$ cat src/hdl/mma_pkg.sv
// Package for the modulation matrix accumulator.
// Command codes, status codes, fixed-point constants and the queue beat type.
// No dependencies.
package mma_pkg;

    typedef enum logic [2:0] {
        CMD_SET_ENTRY    = 3'd0,
        CMD_REMOVE_ENTRY = 3'd1,
        CMD_CLEAR_ALL    = 3'd2,
        CMD_SET_SOURCE   = 3'd3,
        CMD_APPLY        = 3'd4
    } cmd_t;

    localparam logic [1:0] STATUS_OK      = 2'd0;
    localparam logic [1:0] STATUS_FULL    = 2'd1;
    localparam logic [1:0] STATUS_IGNORED = 2'd2;

    localparam logic signed [16:0] ONE_Q14     = 17'sd16384;
    localparam logic signed [27:0] TOTAL_LIMIT = 28'sd1048576;

    // Operation handed from the front part to the back part
    typedef enum logic [5:0] {
        OP_NONE   = 6'b000001,  // answer with a fixed status, zero fields or the passed-through base value
        OP_SET    = 6'b000010,
        OP_REMOVE = 6'b000100,
        OP_CLEAR  = 6'b001000,
        OP_APPLY  = 6'b010000,
        OP_SOURCE = 6'b100000   // write one source value
    } op_t;

    // One queued beat: classified command with its operands
    typedef struct packed {
        op_t                op;
        logic [1:0]         status;
        logic [7:0]         param_id;
        logic [5:0]         source_addr;
        logic signed [15:0] depth;
        logic               bipolar;
        logic signed [15:0] source_value;
        logic signed [15:0] base_value;
        logic               pass_base;   // apply while not prepared
    } work_t;

endpackage

$ cat src/hdl/mma_front.sv
// Front part: classifies accepted input beats into queue beats, applying the
// prepared checks, the source range check and the depth clamp. Depends on mma_pkg.
module mma_front
    import mma_pkg::*;
#(
    parameter int SOURCE_KINDS   = 8,
    parameter int SOURCE_INDEXES = 8
)
(
    input  logic               prepared,
    input  logic               in_valid,
    input  logic [2:0]         cmd,
    input  logic [7:0]         param_id,
    input  logic [2:0]         source_kind,
    input  logic [2:0]         source_index,
    input  logic signed [15:0] depth,
    input  logic               bipolar,
    input  logic signed [15:0] source_value,
    input  logic signed [15:0] base_value,
    output logic               q_valid,
    output work_t              q_data
);

    logic source_ok;
    logic signed [15:0] depth_clamped;

    assign source_ok = ({29'd0, source_kind} < SOURCE_KINDS)
                    && ({29'd0, source_index} < SOURCE_INDEXES);

    // Depth clamp to plus or minus 1.0
    always_comb
    begin
        if (depth > 16'sd16384)
            depth_clamped = 16'sd16384;
        else if (depth < -16'sd16384)
            depth_clamped = -16'sd16384;
        else
            depth_clamped = depth;
    end

    assign q_valid = in_valid;

    // Classification
    always_comb
    begin
        q_data              = '0;
        q_data.op           = OP_NONE;
        q_data.status       = STATUS_OK;
        q_data.param_id     = param_id;
        q_data.source_addr  = {source_kind, source_index};
        q_data.depth        = depth_clamped;
        q_data.bipolar      = bipolar;
        q_data.source_value = source_value;
        q_data.base_value   = base_value;
        q_data.pass_base    = 1'b0;
        unique case (cmd)
            CMD_SET_ENTRY:
            begin
                if (!prepared)
                    q_data.status = STATUS_IGNORED;
                else
                    q_data.op = OP_SET;
            end
            CMD_REMOVE_ENTRY: q_data.op = OP_REMOVE;
            CMD_CLEAR_ALL:    q_data.op = OP_CLEAR;
            CMD_SET_SOURCE:
            begin
                if (!prepared)
                    q_data.status = STATUS_IGNORED;
                else if (source_ok)
                    q_data.op = OP_SOURCE;
            end
            CMD_APPLY:
            begin
                if (prepared)
                    q_data.op = OP_APPLY;
                else
                    q_data.pass_base = 1'b1;
            end
            default: q_data.op = OP_NONE;
        endcase
    end

endmodule

$ cat src/hdl/mma_queue.sv
// Two-entry queue between the front and back parts.
// Depends on mma_pkg for the beat type.
module mma_queue
    import mma_pkg::*;
(
    input  logic  clk,
    input  logic  rst_n,
    input  logic  in_valid,
    input  work_t in_data,
    output logic  in_ready,
    output logic  out_valid,
    output work_t out_data,
    input  logic  out_take
);

    work_t      mem_reg [2];
    logic       wr_ptr_reg, wr_ptr_next;
    logic       rd_ptr_reg, rd_ptr_next;
    logic [1:0] count_reg, count_next;
    logic       push, pop;

    assign in_ready  = count_reg != 2'd2;
    assign out_valid = count_reg != 2'd0;
    assign out_data  = mem_reg[rd_ptr_reg];
    assign push      = in_valid && in_ready;
    assign pop       = out_take && out_valid;

    always_comb
    begin
        wr_ptr_next = push ? ~wr_ptr_reg : wr_ptr_reg;
        rd_ptr_next = pop ? ~rd_ptr_reg : rd_ptr_reg;
        count_next  = count_reg + {1'b0, push} - {1'b0, pop};
    end

    always_ff @(posedge clk or negedge rst_n)
    begin
        if (!rst_n)
        begin
            wr_ptr_reg <= 1'b0;
            rd_ptr_reg <= 1'b0;
            count_reg  <= 2'd0;
        end
        else
        begin
            wr_ptr_reg <= wr_ptr_next;
            rd_ptr_reg <= rd_ptr_next;
            count_reg  <= count_next;
        end
    end

    always_ff @(posedge clk)
    begin
        if (push)
            mem_reg[wr_ptr_reg] <= in_data;
    end

`ifndef SYNTHESIS
    a_no_overflow: assert property (@(posedge clk) disable iff (!rst_n)
        count_reg <= 2'd2) else $error("queue count overflow");
    a_pop_nonempty: assert property (@(posedge clk) disable iff (!rst_n)
        (count_reg == 2'd0) |=> (count_reg <= 2'd1)) else $error("queue grew by two");
    a_full_blocks: assert property (@(posedge clk) disable iff (!rst_n)
        (count_reg == 2'd2 && !pop) |=> (count_reg == 2'd2))
        else $error("full queue lost a beat");
`endif

endmodule

$ cat src/hdl/mma_back.sv
// Back part: walks the entry table one slot per cycle for set, remove and
// apply, writes the source store, and produces the result beat.
// Depends on mma_pkg.
module mma_back
    import mma_pkg::*;
#(
    parameter int MAX_ENTRIES = 64,
    parameter int MAX_PARAMS  = 256
)
(
    input  logic               clk,
    input  logic               rst_n,
    input  logic               q_valid,
    input  work_t              q_data,
    output logic               q_take,
    output logic               out_valid,
    input  logic               out_stall,
    output logic signed [15:0] result_value,
    output logic signed [21:0] total_mod,
    output logic               changed,
    output logic [1:0]         status
);

    localparam int IW = (MAX_ENTRIES > 1) ? $clog2(MAX_ENTRIES) : 1;
    localparam logic [IW-1:0] LAST = IW'(MAX_ENTRIES - 1);

    typedef enum logic [4:0] {
        ST_IDLE  = 5'b00001,
        ST_SCAN  = 5'b00010,
        ST_MUL   = 5'b00100,
        ST_WRITE = 5'b01000,
        ST_DONE  = 5'b10000
    } state_t;

    // Entry table: fields in a memory, valid bits in flops
    logic [8+6+1+16-1:0] ent_mem [MAX_ENTRIES];
    logic [MAX_ENTRIES-1:0] valid_reg;
    logic signed [15:0] src_mem [64];
    logic [63:0] src_wr_reg;

    state_t state_reg, state_next;
    work_t  cur_reg;
    logic [IW-1:0] idx_reg, idx_next;
    logic [IW-1:0] free_reg, free_next;
    logic free_found_reg, free_found_next;
    logic [IW-1:0] hit_reg, hit_next;
    logic hit_found_reg, hit_found_next;
    logic signed [27:0] sum_reg, sum_next;
    logic [30:0] ent_q_reg;
    logic [IW-1:0] addr_q_reg;
    logic ent_v_reg, rd_pend_reg;
    logic signed [15:0] src_q_reg;
    logic src_known_reg;
    logic bip_q_reg;
    logic signed [15:0] depth_q_reg;
    logic mac_v_reg;
    logic signed [32:0] prod_reg;
    logic prod_v_reg;
    logic out_valid_reg;
    logic signed [15:0] res_reg;
    logic signed [21:0] tot_reg;
    logic chg_reg;
    logic [1:0] st_reg;

    logic q_fire, done_fire;
    logic match_full, match_param;
    logic [7:0] e_param;
    logic [5:0] e_src;
    logic e_bip;
    logic signed [15:0] e_depth;
    logic signed [16:0] s_clamp;
    logic scan_end;
    logic param_ok;
    logic signed [27:0] sum_sat;
    logic signed [28:0] base_sum;
    logic signed [15:0] res_clamp;
    logic write_set, write_new;
    logic [IW-1:0] write_addr;

    assign q_take    = (state_reg == ST_IDLE);
    assign q_fire    = q_valid && q_take;
    assign done_fire = (state_reg == ST_DONE) && (!out_valid_reg || !out_stall);
    assign {e_param, e_src, e_bip, e_depth} = ent_q_reg;
    assign param_ok = ({24'd0, cur_reg.param_id} < MAX_PARAMS);
    assign match_param = ent_v_reg && (e_param == cur_reg.param_id);
    assign match_full  = match_param && (e_src == cur_reg.source_addr);
    assign scan_end = (idx_reg == LAST);
    assign write_set = (state_reg == ST_WRITE) && param_ok
                    && (hit_found_reg || free_found_reg);
    assign write_new = write_set && !hit_found_reg;
    assign write_addr = hit_found_reg ? hit_reg : free_reg;

    // Source clamp by polarity; unwritten sources read as zero
    always_comb
    begin
        s_clamp = src_known_reg ? 17'(src_q_reg) : 17'sd0;
        if (s_clamp > ONE_Q14)
            s_clamp = ONE_Q14;
        else if (bip_q_reg && s_clamp < -ONE_Q14)
            s_clamp = -ONE_Q14;
        else if (!bip_q_reg && s_clamp < 17'sd0)
            s_clamp = 17'sd0;
    end

    // Saturation and result
    always_comb
    begin
        if (sum_reg > TOTAL_LIMIT)
            sum_sat = TOTAL_LIMIT;
        else if (sum_reg < -TOTAL_LIMIT)
            sum_sat = -TOTAL_LIMIT;
        else
            sum_sat = sum_reg;
        base_sum = 29'(cur_reg.base_value) + 29'(sum_sat);
        if (base_sum < 29'sd0)
            res_clamp = 16'sd0;
        else if (base_sum > 29'sd16384)
            res_clamp = 16'sd16384;
        else
            res_clamp = base_sum[15:0];
    end

    // Sequencer
    always_comb
    begin
        state_next = state_reg;
        idx_next = idx_reg;
        free_next = free_reg;
        free_found_next = free_found_reg;
        hit_next = hit_reg;
        hit_found_next = hit_found_reg;
        sum_next = sum_reg;
        unique case (state_reg)
            ST_IDLE:
            begin
                if (q_fire)
                begin
                    idx_next = '0;
                    free_found_next = 1'b0;
                    hit_found_next = 1'b0;
                    sum_next = '0;
                    if (q_data.op == OP_SET || q_data.op == OP_APPLY
                        || q_data.op == OP_REMOVE)
                        state_next = ST_SCAN;
                    else
                        state_next = ST_DONE;
                end
            end
            ST_SCAN:
            begin
                // one slot read issued per cycle
                if (scan_end)
                    state_next = ST_MUL;
                else
                    idx_next = idx_reg + 1'b1;
            end
            ST_MUL:
            begin
                // drain the read and multiply pipeline
                if (!rd_pend_reg && !mac_v_reg && !prod_v_reg)
                    state_next = (cur_reg.op == OP_SET) ? ST_WRITE : ST_DONE;
            end
            ST_WRITE: state_next = ST_DONE;
            ST_DONE:
            begin
                if (!out_valid_reg || !out_stall)
                    state_next = ST_IDLE;
            end
            default: state_next = ST_IDLE;
        endcase
        // slot evaluated in the cycle after its read is issued
        if (rd_pend_reg)
        begin
            if (!ent_v_reg && !free_found_reg)
            begin
                free_found_next = 1'b1;
                free_next = addr_q_reg;
            end
            if (match_full && !hit_found_reg)
            begin
                hit_found_next = 1'b1;
                hit_next = addr_q_reg;
            end
        end
        if (prod_v_reg)
            sum_next = sum_reg + 28'(prod_reg >>> 14);
    end

    always_ff @(posedge clk or negedge rst_n)
    begin
        if (!rst_n)
        begin
            state_reg <= ST_IDLE;
            valid_reg <= '0;
            src_wr_reg <= '0;
            out_valid_reg <= 1'b0;
            rd_pend_reg <= 1'b0;
            mac_v_reg <= 1'b0;
            prod_v_reg <= 1'b0;
            free_found_reg <= 1'b0;
            hit_found_reg <= 1'b0;
        end
        else
        begin
            state_reg <= state_next;
            free_found_reg <= free_found_next;
            hit_found_reg <= hit_found_next;
            rd_pend_reg <= (state_reg == ST_SCAN);
            mac_v_reg <= rd_pend_reg && (cur_reg.op == OP_APPLY) && match_param;
            prod_v_reg <= mac_v_reg;
            if (q_fire && q_data.op == OP_SOURCE)
                src_wr_reg[q_data.source_addr] <= 1'b1;
            if (q_fire && q_data.op == OP_CLEAR)
                valid_reg <= '0;
            else if (rd_pend_reg && cur_reg.op == OP_REMOVE && match_full)
                valid_reg[addr_q_reg] <= 1'b0;
            else if (write_new)
                valid_reg[free_reg] <= 1'b1;
            if (done_fire)
                out_valid_reg <= 1'b1;
            else if (!out_stall)
                out_valid_reg <= 1'b0;
        end
    end

    // Datapath registers and memories
    always_ff @(posedge clk)
    begin
        idx_reg <= idx_next;
        free_reg <= free_next;
        hit_reg <= hit_next;
        sum_reg <= sum_next;
        if (q_fire)
            cur_reg <= q_data;
        ent_q_reg <= ent_mem[idx_reg];
        ent_v_reg <= valid_reg[idx_reg];
        addr_q_reg <= idx_reg;
        src_q_reg <= src_mem[e_src];
        src_known_reg <= src_wr_reg[e_src];
        bip_q_reg <= e_bip;
        depth_q_reg <= e_depth;
        prod_reg <= 33'(s_clamp) * 33'(depth_q_reg);
        if (q_fire && q_data.op == OP_SOURCE)
            src_mem[q_data.source_addr] <= q_data.source_value;
        if (write_set)
            ent_mem[write_addr] <= {cur_reg.param_id, cur_reg.source_addr,
                                    cur_reg.bipolar, cur_reg.depth};
        if (done_fire)
        begin
            if (cur_reg.op == OP_APPLY)
            begin
                res_reg <= res_clamp;
                tot_reg <= sum_sat[21:0];
                chg_reg <= (sum_sat != 28'sd0);
                st_reg  <= STATUS_OK;
            end
            else
            begin
                res_reg <= cur_reg.pass_base ? cur_reg.base_value : 16'sd0;
                tot_reg <= '0;
                chg_reg <= 1'b0;
                if (cur_reg.op == OP_SET)
                    st_reg <= (!param_ok || hit_found_reg || free_found_reg)
                            ? STATUS_OK : STATUS_FULL;
                else
                    st_reg <= cur_reg.status;
            end
        end
    end

    assign out_valid    = out_valid_reg;
    assign result_value = res_reg;
    assign total_mod    = tot_reg;
    assign changed      = chg_reg;
    assign status       = st_reg;

`ifndef SYNTHESIS
    a_take_idle: assert property (@(posedge clk) disable iff (!rst_n)
        q_take |-> (state_reg == ST_IDLE)) else $error("take outside idle");
    a_hold: assert property (@(posedge clk) disable iff (!rst_n)
        (out_valid_reg && out_stall) |=> out_valid_reg) else $error("result dropped");
    a_onehot: assert property (@(posedge clk) disable iff (!rst_n)
        $onehot(state_reg)) else $error("state not one-hot");
`endif

endmodule

$ cat src/hdl/modulation_matrix_accumulator.sv
// Top level of the modulation matrix accumulator.
// Instantiates mma_front, mma_queue and mma_back; depends on mma_pkg.
//
//  channel  signals                         direction
//  in       in_valid / in_stall + fields    item in
//  out      out_valid / out_stall + fields  result out
//  cfg      cfg_we / cfg_wdata              prepared register
//
// remove_entry, set_entry and apply walk the entry table in the back part one slot per cycle,
// feeding a three-stage read and multiply pipeline; set_entry then writes its slot in a
// write state. Other commands go straight to the done state.
// The result register loads in the done state; the back waits there on out_stall.
// Reset clears entry valid bits and source written bits at once; no sweep.
// A two-beat queue lets the front accept while the back walks or waits on out_stall.
module modulation_matrix_accumulator
    import mma_pkg::*;
#(
    parameter int MAX_ENTRIES    = 64,
    parameter int MAX_PARAMS     = 256,
    parameter int SOURCE_KINDS   = 8,
    parameter int SOURCE_INDEXES = 8
)
(
    input  logic               clk,
    input  logic               rst_n,
    input  logic               cfg_we,
    input  logic               cfg_wdata,
    input  logic               in_valid,
    output logic               in_stall,
    input  logic [2:0]         cmd,
    input  logic [7:0]         param_id,
    input  logic [2:0]         source_kind,
    input  logic [2:0]         source_index,
    input  logic signed [15:0] depth,
    input  logic               bipolar,
    input  logic signed [15:0] source_value,
    input  logic signed [15:0] base_value,
    output logic               out_valid,
    input  logic               out_stall,
    output logic signed [15:0] result_value,
    output logic signed [21:0] total_mod,
    output logic               changed,
    output logic [1:0]         status
);

    logic prepared_reg;
    logic q_in_ready, f_valid, q_valid, q_take;
    work_t f_data, q_data;

    always_ff @(posedge clk or negedge rst_n)
    begin
        if (!rst_n)
            prepared_reg <= 1'b0;
        else if (cfg_we)
            prepared_reg <= cfg_wdata;
    end

    assign in_stall = !q_in_ready;

    mma_front #(.SOURCE_KINDS(SOURCE_KINDS), .SOURCE_INDEXES(SOURCE_INDEXES)) u_front
    (
        .prepared(prepared_reg),
        .in_valid(in_valid && q_in_ready), .cmd(cmd), .param_id(param_id),
        .source_kind(source_kind), .source_index(source_index), .depth(depth),
        .bipolar(bipolar), .source_value(source_value), .base_value(base_value),
        .q_valid(f_valid), .q_data(f_data)
    );

    mma_queue u_queue
    (
        .clk(clk), .rst_n(rst_n), .in_valid(f_valid), .in_data(f_data),
        .in_ready(q_in_ready), .out_valid(q_valid), .out_data(q_data),
        .out_take(q_take)
    );

    mma_back #(
        .MAX_ENTRIES(MAX_ENTRIES), .MAX_PARAMS(MAX_PARAMS)
    ) u_back
    (
        .clk(clk), .rst_n(rst_n), .q_valid(q_valid), .q_data(q_data), .q_take(q_take),
        .out_valid(out_valid), .out_stall(out_stall), .result_value(result_value),
        .total_mod(total_mod), .changed(changed), .status(status)
    );

endmodule
$ cat config.mk
export PLATFORM = sky130hd
export DESIGN_NAME = modulation_matrix_accumulator
export DESIGN_NICKNAME = d
export VERILOG_FILES = /design/src/hdl/mma_pkg.sv /design/src/hdl/mma_front.sv /design/src/hdl/mma_queue.sv /design/src/hdl/mma_back.sv /design/src/hdl/modulation_matrix_accumulator.sv
export SDC_FILE = /design/constraint.sdc
export NUM_CORES = 2
export LEC_CHECK = 0
export BUFFER_PORTS_ARGS = -buffer_cell sky130_fd_sc_hd__buf_2
export CORE_UTILIZATION = 30
export DETAILED_ROUTE_END_ITERATION = 8
export PLACE_DENSITY = 0.52
export SETUP_SLACK_MARGIN = 0.05
export SYNTH_ARGS = -nofsm -noshare
export SYNTH_HDL_FRONTEND = slang
export SYNTH_SLANG_ARGS = --single-unit
$ cat constraint.sdc
create_clock -name clk -period 13.6 [get_ports clk]
set_clock_uncertainty 0.05 [all_clocks]
set_input_delay 0.68 -clock clk [delete_from_list [all_inputs] [get_ports clk]]
set_output_delay 0.68 -clock clk [all_outputs]
set_load 0.005 [all_outputs]
Word level (Yosys, flattened, before mapping):

Memory sizes are Yosys's and may differ from the RTL's. A register that Yosys moved wholly into a read port is not among the register bits.
Cells that the tools add are included.

* bits in registers: 345
* latch bits: 0
* memory bits (writable): 3152
* ROM bits: 0
* input bits: 72
* logic and storage cells: 209
* memories kept: 3

Memory list
* u_back.ent_mem: words 64, bits a word 31, rd ports 1, clocked after memory_dff 1, wr ports 1, line mma_back.sv:36 `logic [8+6+1+16-1:0] ent_mem [MAX_ENTRIES];`
* u_back.src_mem: words 64, bits a word 16, rd ports 1, clocked after memory_dff 1, wr ports 1, line mma_back.sv:38 `logic signed [15:0] src_mem [64];`
* u_queue.mem_reg: words 2, bits a word 72, rd ports 1, clocked after memory_dff 0, wr ports 1, line mma_queue.sv:16 `work_t mem_reg [2];`

* add/sub/neg operators: 5
* multipliers: 1
* divide/modulo/power cells: 0
* magnitude comparators: 17
* eq/ne operators: 27
* shift operators: 0
* mux-type cells: 65
* bitwise logic cells: 6
* reductions and logical operators: 50

Operators by type and width (number)
* 64-bit 2-to-1 mux: 3
* 28-bit 2-to-1 mux: 5
* 64-bit OR: 2
* 16-bit 2-to-1 mux: 6
* 17-bit 2-to-1 mux: 4
* 64-bit AND: 1
* 64-bit NOT: 1
* 6-bit by 7-bit < comparator with 1-bit output (second input constant): 5
* 5-bit 2-to-1 mux: 7
* 17-bit by 16-bit multiplier with 33-bit output: 1
* 6-bit case mux with 5 select lines: 1
* 16-bit by 28-bit adder with 29-bit output: 1
* 29-bit by 16-bit > comparator with 1-bit output (second input constant): 1
* 29-bit by 1-bit < comparator with 1-bit output (second input constant): 1
* 28-bit by 19-bit adder with 28-bit output: 1
* 28-bit by 22-bit > comparator with 1-bit output (second input constant): 1
* 28-bit by 21-bit < comparator with 1-bit output (second input constant): 1
* 28-bit nonzero test: 1
* 5-bit case mux with 5 select lines: 1
* 1-bit 2-to-1 mux: 24
* 6-bit 2-to-1 mux: 4
* 1-bit logical AND: 23
* 1-bit demux with 6-bit select: 3
* 6-bit by 1-bit >= comparator with 1-bit output (second input constant): 3
* 38 further kinds: 70

Depth between registers and ports, before layout:

* depth after elaboration: 8
* gate-level depth with buffers: 28
* depth with buffers taken out: 26

By module:

Synthesis repeated with hierarchy kept, for this count alone.

* cells, all modules: 7179
* area, all modules: 147061.0 um^2

Modules (own cells, without submodules)
* mma_back: instances 1, cells an instance 6854, area an instance 140653.6 um^2, sequential area each 99922.1 um^2
* mma_queue: instances 1, cells an instance 241, area an instance 5744.3 um^2, sequential area each 4424.2 um^2
* mma_front: instances 1, cells an instance 80, area an instance 613.1 um^2, sequential area each 0.0 um^2
* modulation_matrix_accumulator: instances 1, cells an instance 4, area an instance 50.0 um^2, sequential area each 25.0 um^2

Worst setup path after synthesis:

OpenSTA, ideal clock, no wires.

* kind: register -> register
* start point: reg u_back.src_q_reg[8] (read register of u_back.src_mem)
* end point: reg u_back.prod_reg[30]
* arrival: 6841 ps
* data required time: 13478 ps
* slack: 6636 ps
* stages on the path, launching flop included: 27
* clock period less this slack: 6964 ps
* cells stage by stage: dfxtp_1 -> nor4_1 -> nand4_1 -> a21oi_1 -> clkbuf_1 -> clkbuf_1 -> and3_1 -> fa_1 -> inv_1 -> fa_1 -> fa_1 -> fa_1 -> inv_1 -> fa_1 -> inv_1 -> fa_1 -> inv_1 -> ha_1 -> a2111oi_0 -> inv_1 -> o221a_2 -> o2111ai_2 -> a21oi_1 -> o211ai_1 -> nand2b_1 -> a21boi_0 -> xnor2_1

* longest elaborated chain between the ends: 7

Ends and longest elaborated chain
* start, declared: line mma_back.sv:52 `logic signed [15:0] src_q_reg;`
* 17-bit 2-to-1 mux *: line mma_back.sv:96 `s_clamp = src_known_reg ? 17'(src_q_reg) : 17'sd0;`
* 17-bit by 1-bit < comparator with 1-bit output: line mma_back.sv:101 `else if (!bip_q_reg && s_clamp < 17'sd0)`
* 1-bit logical AND: line mma_back.sv:101
* 17-bit 2-to-1 mux: line mma_back.sv:101
* 17-bit 2-to-1 mux: line mma_back.sv:99 `else if (bip_q_reg && s_clamp < -ONE_Q14)`
* 17-bit 2-to-1 mux *: line mma_back.sv:97 `if (s_clamp > ONE_Q14)`
* 17-bit by 16-bit multiplier with 33-bit output *: line mma_back.sv:242 `prod_reg <= 33'(s_clamp) * 33'(depth_q_reg);`
* end signal, assigned: line mma_back.sv:242
* end, declared: line mma_back.sv:57 `logic signed [32:0] prod_reg;`

Every way passes the cells marked *; elsewhere a longest branch is shown, timed or not.
A chain may end at the register's enable or synchronous reset.

Worst setup path in the final report:

* start point: reg u_back.src_q_reg[13] (read register of u_back.src_mem)
* end point: reg u_back.prod_reg[24]

The elaborated chain is that of the path after synthesis.

==> impl_metrics.toml <==
[outcome]
outcome = "finished clean"

[synth]
synth_edf_count = 3292
netlist.top_cell.by_area = "edfxtp_1"
synth_flop_cell = "edfxtp_1"
postSynthAreaPerCell_um2 = 20.3
synth.ff_latch_count = 3527
synth.most_common_cell = "edfxtp_1"
synthTopCellsByArea = "edfxtp_1 (67%), mux4_2 (16%), fa_1 (3.7%)"
ys_seq_area_share_pct = 71.1
async_flop_share_pct = 4.08
synth_warnings = 0
synth_top_cell_area_share_pct = 67.4
syn-num-nets = 7712
synth_cell_types = 80
synthCells = 7233
synth_area_um2 = 147000
synthTopCellsByCount = "edfxtp_1 (3292), mux4_2 (1029), inv_1 (353)"

[detailed_routing]
drt_iter0_drc = 6286
via_per_inst = 4.94
wl_per_cell_um = 25.9
dr_total_vias = 71200
drc_errors = 0
dr.pass1.iters = 7
wirelength_mm = 374
final_antenna_net_count = 0

[hold_path]
whs_path_depth = 3
hp-class = "in2reg"
hold_path.startpoint = "out_stall"
holdPathEnd = "u_back.out_valid"

[timing]
fin_tns_setup_ns = 0
hold-worst-slack_ns = 0.136
rsz0062_at_grt = "no"
fin_crit_sh_pct = 64.4
final-setup-viol-count = 0
fmax_mhz = 114
period_needed_ns = 8.76
worst_slew_pin_slew_ns = 1.36
slew_headroom_pct = 9.45
finalHoldViolCount = 0
slew_violations = 0

[grt]
antenna_found_initial = 39
overflow = 0
grt.total_usage_pct = 14.9
grt_pass1_wl_mm = 537
grt_max_degree = 155
grt_pass1_vias = 74500

[job]
max_cap_violations = 0

[cells_and_area]
fin_area_um2 = 169000
largest_register_ff_count = 1984
area_growth_pct = 15.1
final_layout_size_suffix_gt1_share_pct = 27.2
finalNetCount = 8132

[critical_path]
path_class = "reg2reg"
worst-path-max-fanout = 144
reg2regPathDepth = 24
rrSetupSlack_ns = 4.84
cp_data_arrival_time_ns = 9.57
r2r_end = "u_back.prod_reg[24]"
critPathCaptureType = "flip-flop"
critical_path_required_ns = 14.40
crit_path_start_kind = "flip-flop"
crit-reg2reg-launch = "u_back.src_q_reg[13]"

[floorplanning]
die-area_um2 = 492000
initial_core_util_pct = 30.2
core_area_um2 = 487000
num_rows = 256
die_h_um = 701
dieWidth_um = 701
boundaryPins = 115

[power_and_ir_drop]
peakVddDrop_mv = 0.180
p_leak_nw = 55.6
power_density_nw_per_um2 = 208

[clock_network]
cts_tree = "yes"
cts_buffer_depth = 4
cts_setup_buffers = 0
clockRootBuffer = "clkbuf_16"
numCtsBuffers = 364
clkSinkCount = 3527
clkTransAtPathRegs_ns = 0.06
cts-htree-levels = 5
clk_latency_ns = 0.97

[placed_design]
portBuffers = 114
dpl_cell_area_um2 = 156000
routabilityCongestion = 0.810
dpl.hpwl_mm = 220
==> stage by stage <==
step	cells	worst slack, ns	power [W]	util, %
2_1_floorplan	7233	6.64	0.0214	-
3_3_place_gp	13700	4.96	0.0253	32.1
3_5_place_dp	13700	4.90	0.0255	32.1
4_1_cts	14400	4.91	0.0355	34.7
5_1_grt	14400	4.37	0.0365	34.7
6_report	14400	4.84	0.0351	34.7
==> cell usage in the layout, fill, tap and decap left out, types with 74 or more instances in the layout <==
cell type / netlist / layout
nor2_1: 273 / 173
ha_1: 138 / 138
and2_1: 88 / 88
clkbuf_1: 228 / 76
clkbuf_16: 0 / 367
nand2_1: 198 / 198
dfrtp_1: 143 / 142
buf_2: 87 / 113
and3_1: 143 / 142
fa_1: 269 / 269
dfxtp_1: 91 / 87
clkinv_1: 0 / 75
inv_1: 353 / 352
mux4_2: 1029 / 1029
edfxtp_1: 3292 / 3292
clkinv_2: 0 / 74
a21oi_1: 131 / 129
buf_4: 2 / 210
==> power breakdown <==
part	switching [W]	internal (W)
logic	0.00648	0.00426
registers	0.000623	0.0138
clock network	0.00426	0.00567
==> critical path, stage by stage (launching register included) <==
cell	delay [ns]
dfxtp_1	0.43
nor4_1	0.53
nand4_1	0.33
a21oi_4	0.19
buf_4	0.76
and2_1	0.45
nand2_1	0.13
fa_1	0.56
fa_1	0.47
fa_1	0.46
fa_1	0.50
inv_1	0.06
fa_1	0.53
inv_1	0.05
fa_1	0.47
inv_1	0.04
ha_1	0.32
a2111oi_0	0.62
nand2_1	0.19
o2111ai_2	0.35
a21oi_1	0.23
o211ai_1	0.34
nor2_1	0.08
a31o_2	0.22
a221oi_1	0.28
==> layout make-up <==
type                    instances  area [µm²]
clock inverters               229        2320
diodes                          9        22.5
clock buffers                 448        9540
flip-flops and latches       3527      104000
fillers                     44900      318000
inverters                     353        1330
well taps                    6450        8070
multi-input cells            3004       40400
repair buffers                403        3030
==> how the worst max path moves through the flow <==
| stage | startpoint | to | slack, ns | cells past startpoint |
|---|---|---|---|---|
| 2_1_floorplan | u_back.src_q_reg[8] | u_back.prod_reg[30] | 6.64 | 26 |
| 3_3_place_gp | u_back.src_q_reg[13] | u_back.prod_reg[24] | 4.96 | 24 |
| 3_5_place_dp | u_back.src_q_reg[13] | u_back.prod_reg[24] | 4.90 | 25 |
| 4_1_cts | u_back.src_q_reg[13] | u_back.prod_reg[24] | 4.91 | 24 |
| 5_1_grt | u_back.src_q_reg[13] | u_back.prod_reg[30] | 4.37 | 24 |
| 6_report | u_back.src_q_reg[13] | u_back.prod_reg[24] | 4.84 | 24 |
==> cell families (layout without fill, tap and decap cells) <==
family | count (synthesis) | after routing | share of synthesized area (%)
compound gates | 437 | 437 | 2.04
xor+xnor | 80 | 80 | 0.477
fa+ha+maj | 407 | 407 | 4.85
buf+inv | 702 | 1433 | 1.87
flops | 3527 | 3527 | 71.1
mux | 1106 | 1106 | 16.4
other cells | 0 | 9 | 0
simple gates | 974 | 974 | 3.33
==> timing repair <==
action	4_1_cts	5_1_grt
gates resized for setup	0	0
hold buffers	70	0
hold endpoints to repair	183	0
==> per-layer routing <==
layer | vias to the layer above | GRT usage [%] | wire length, µm
met5 | - | 0 | 82
met2 | 1997 | 24.7 | 181000
li1 | 30000 | - | -
met1 | 38700 | 20.1 | 159000
met3 | 487 | 2.81 | 22400
met4 | 14 | 4.47 | 11300
Power figures use the tool's default switching activity.
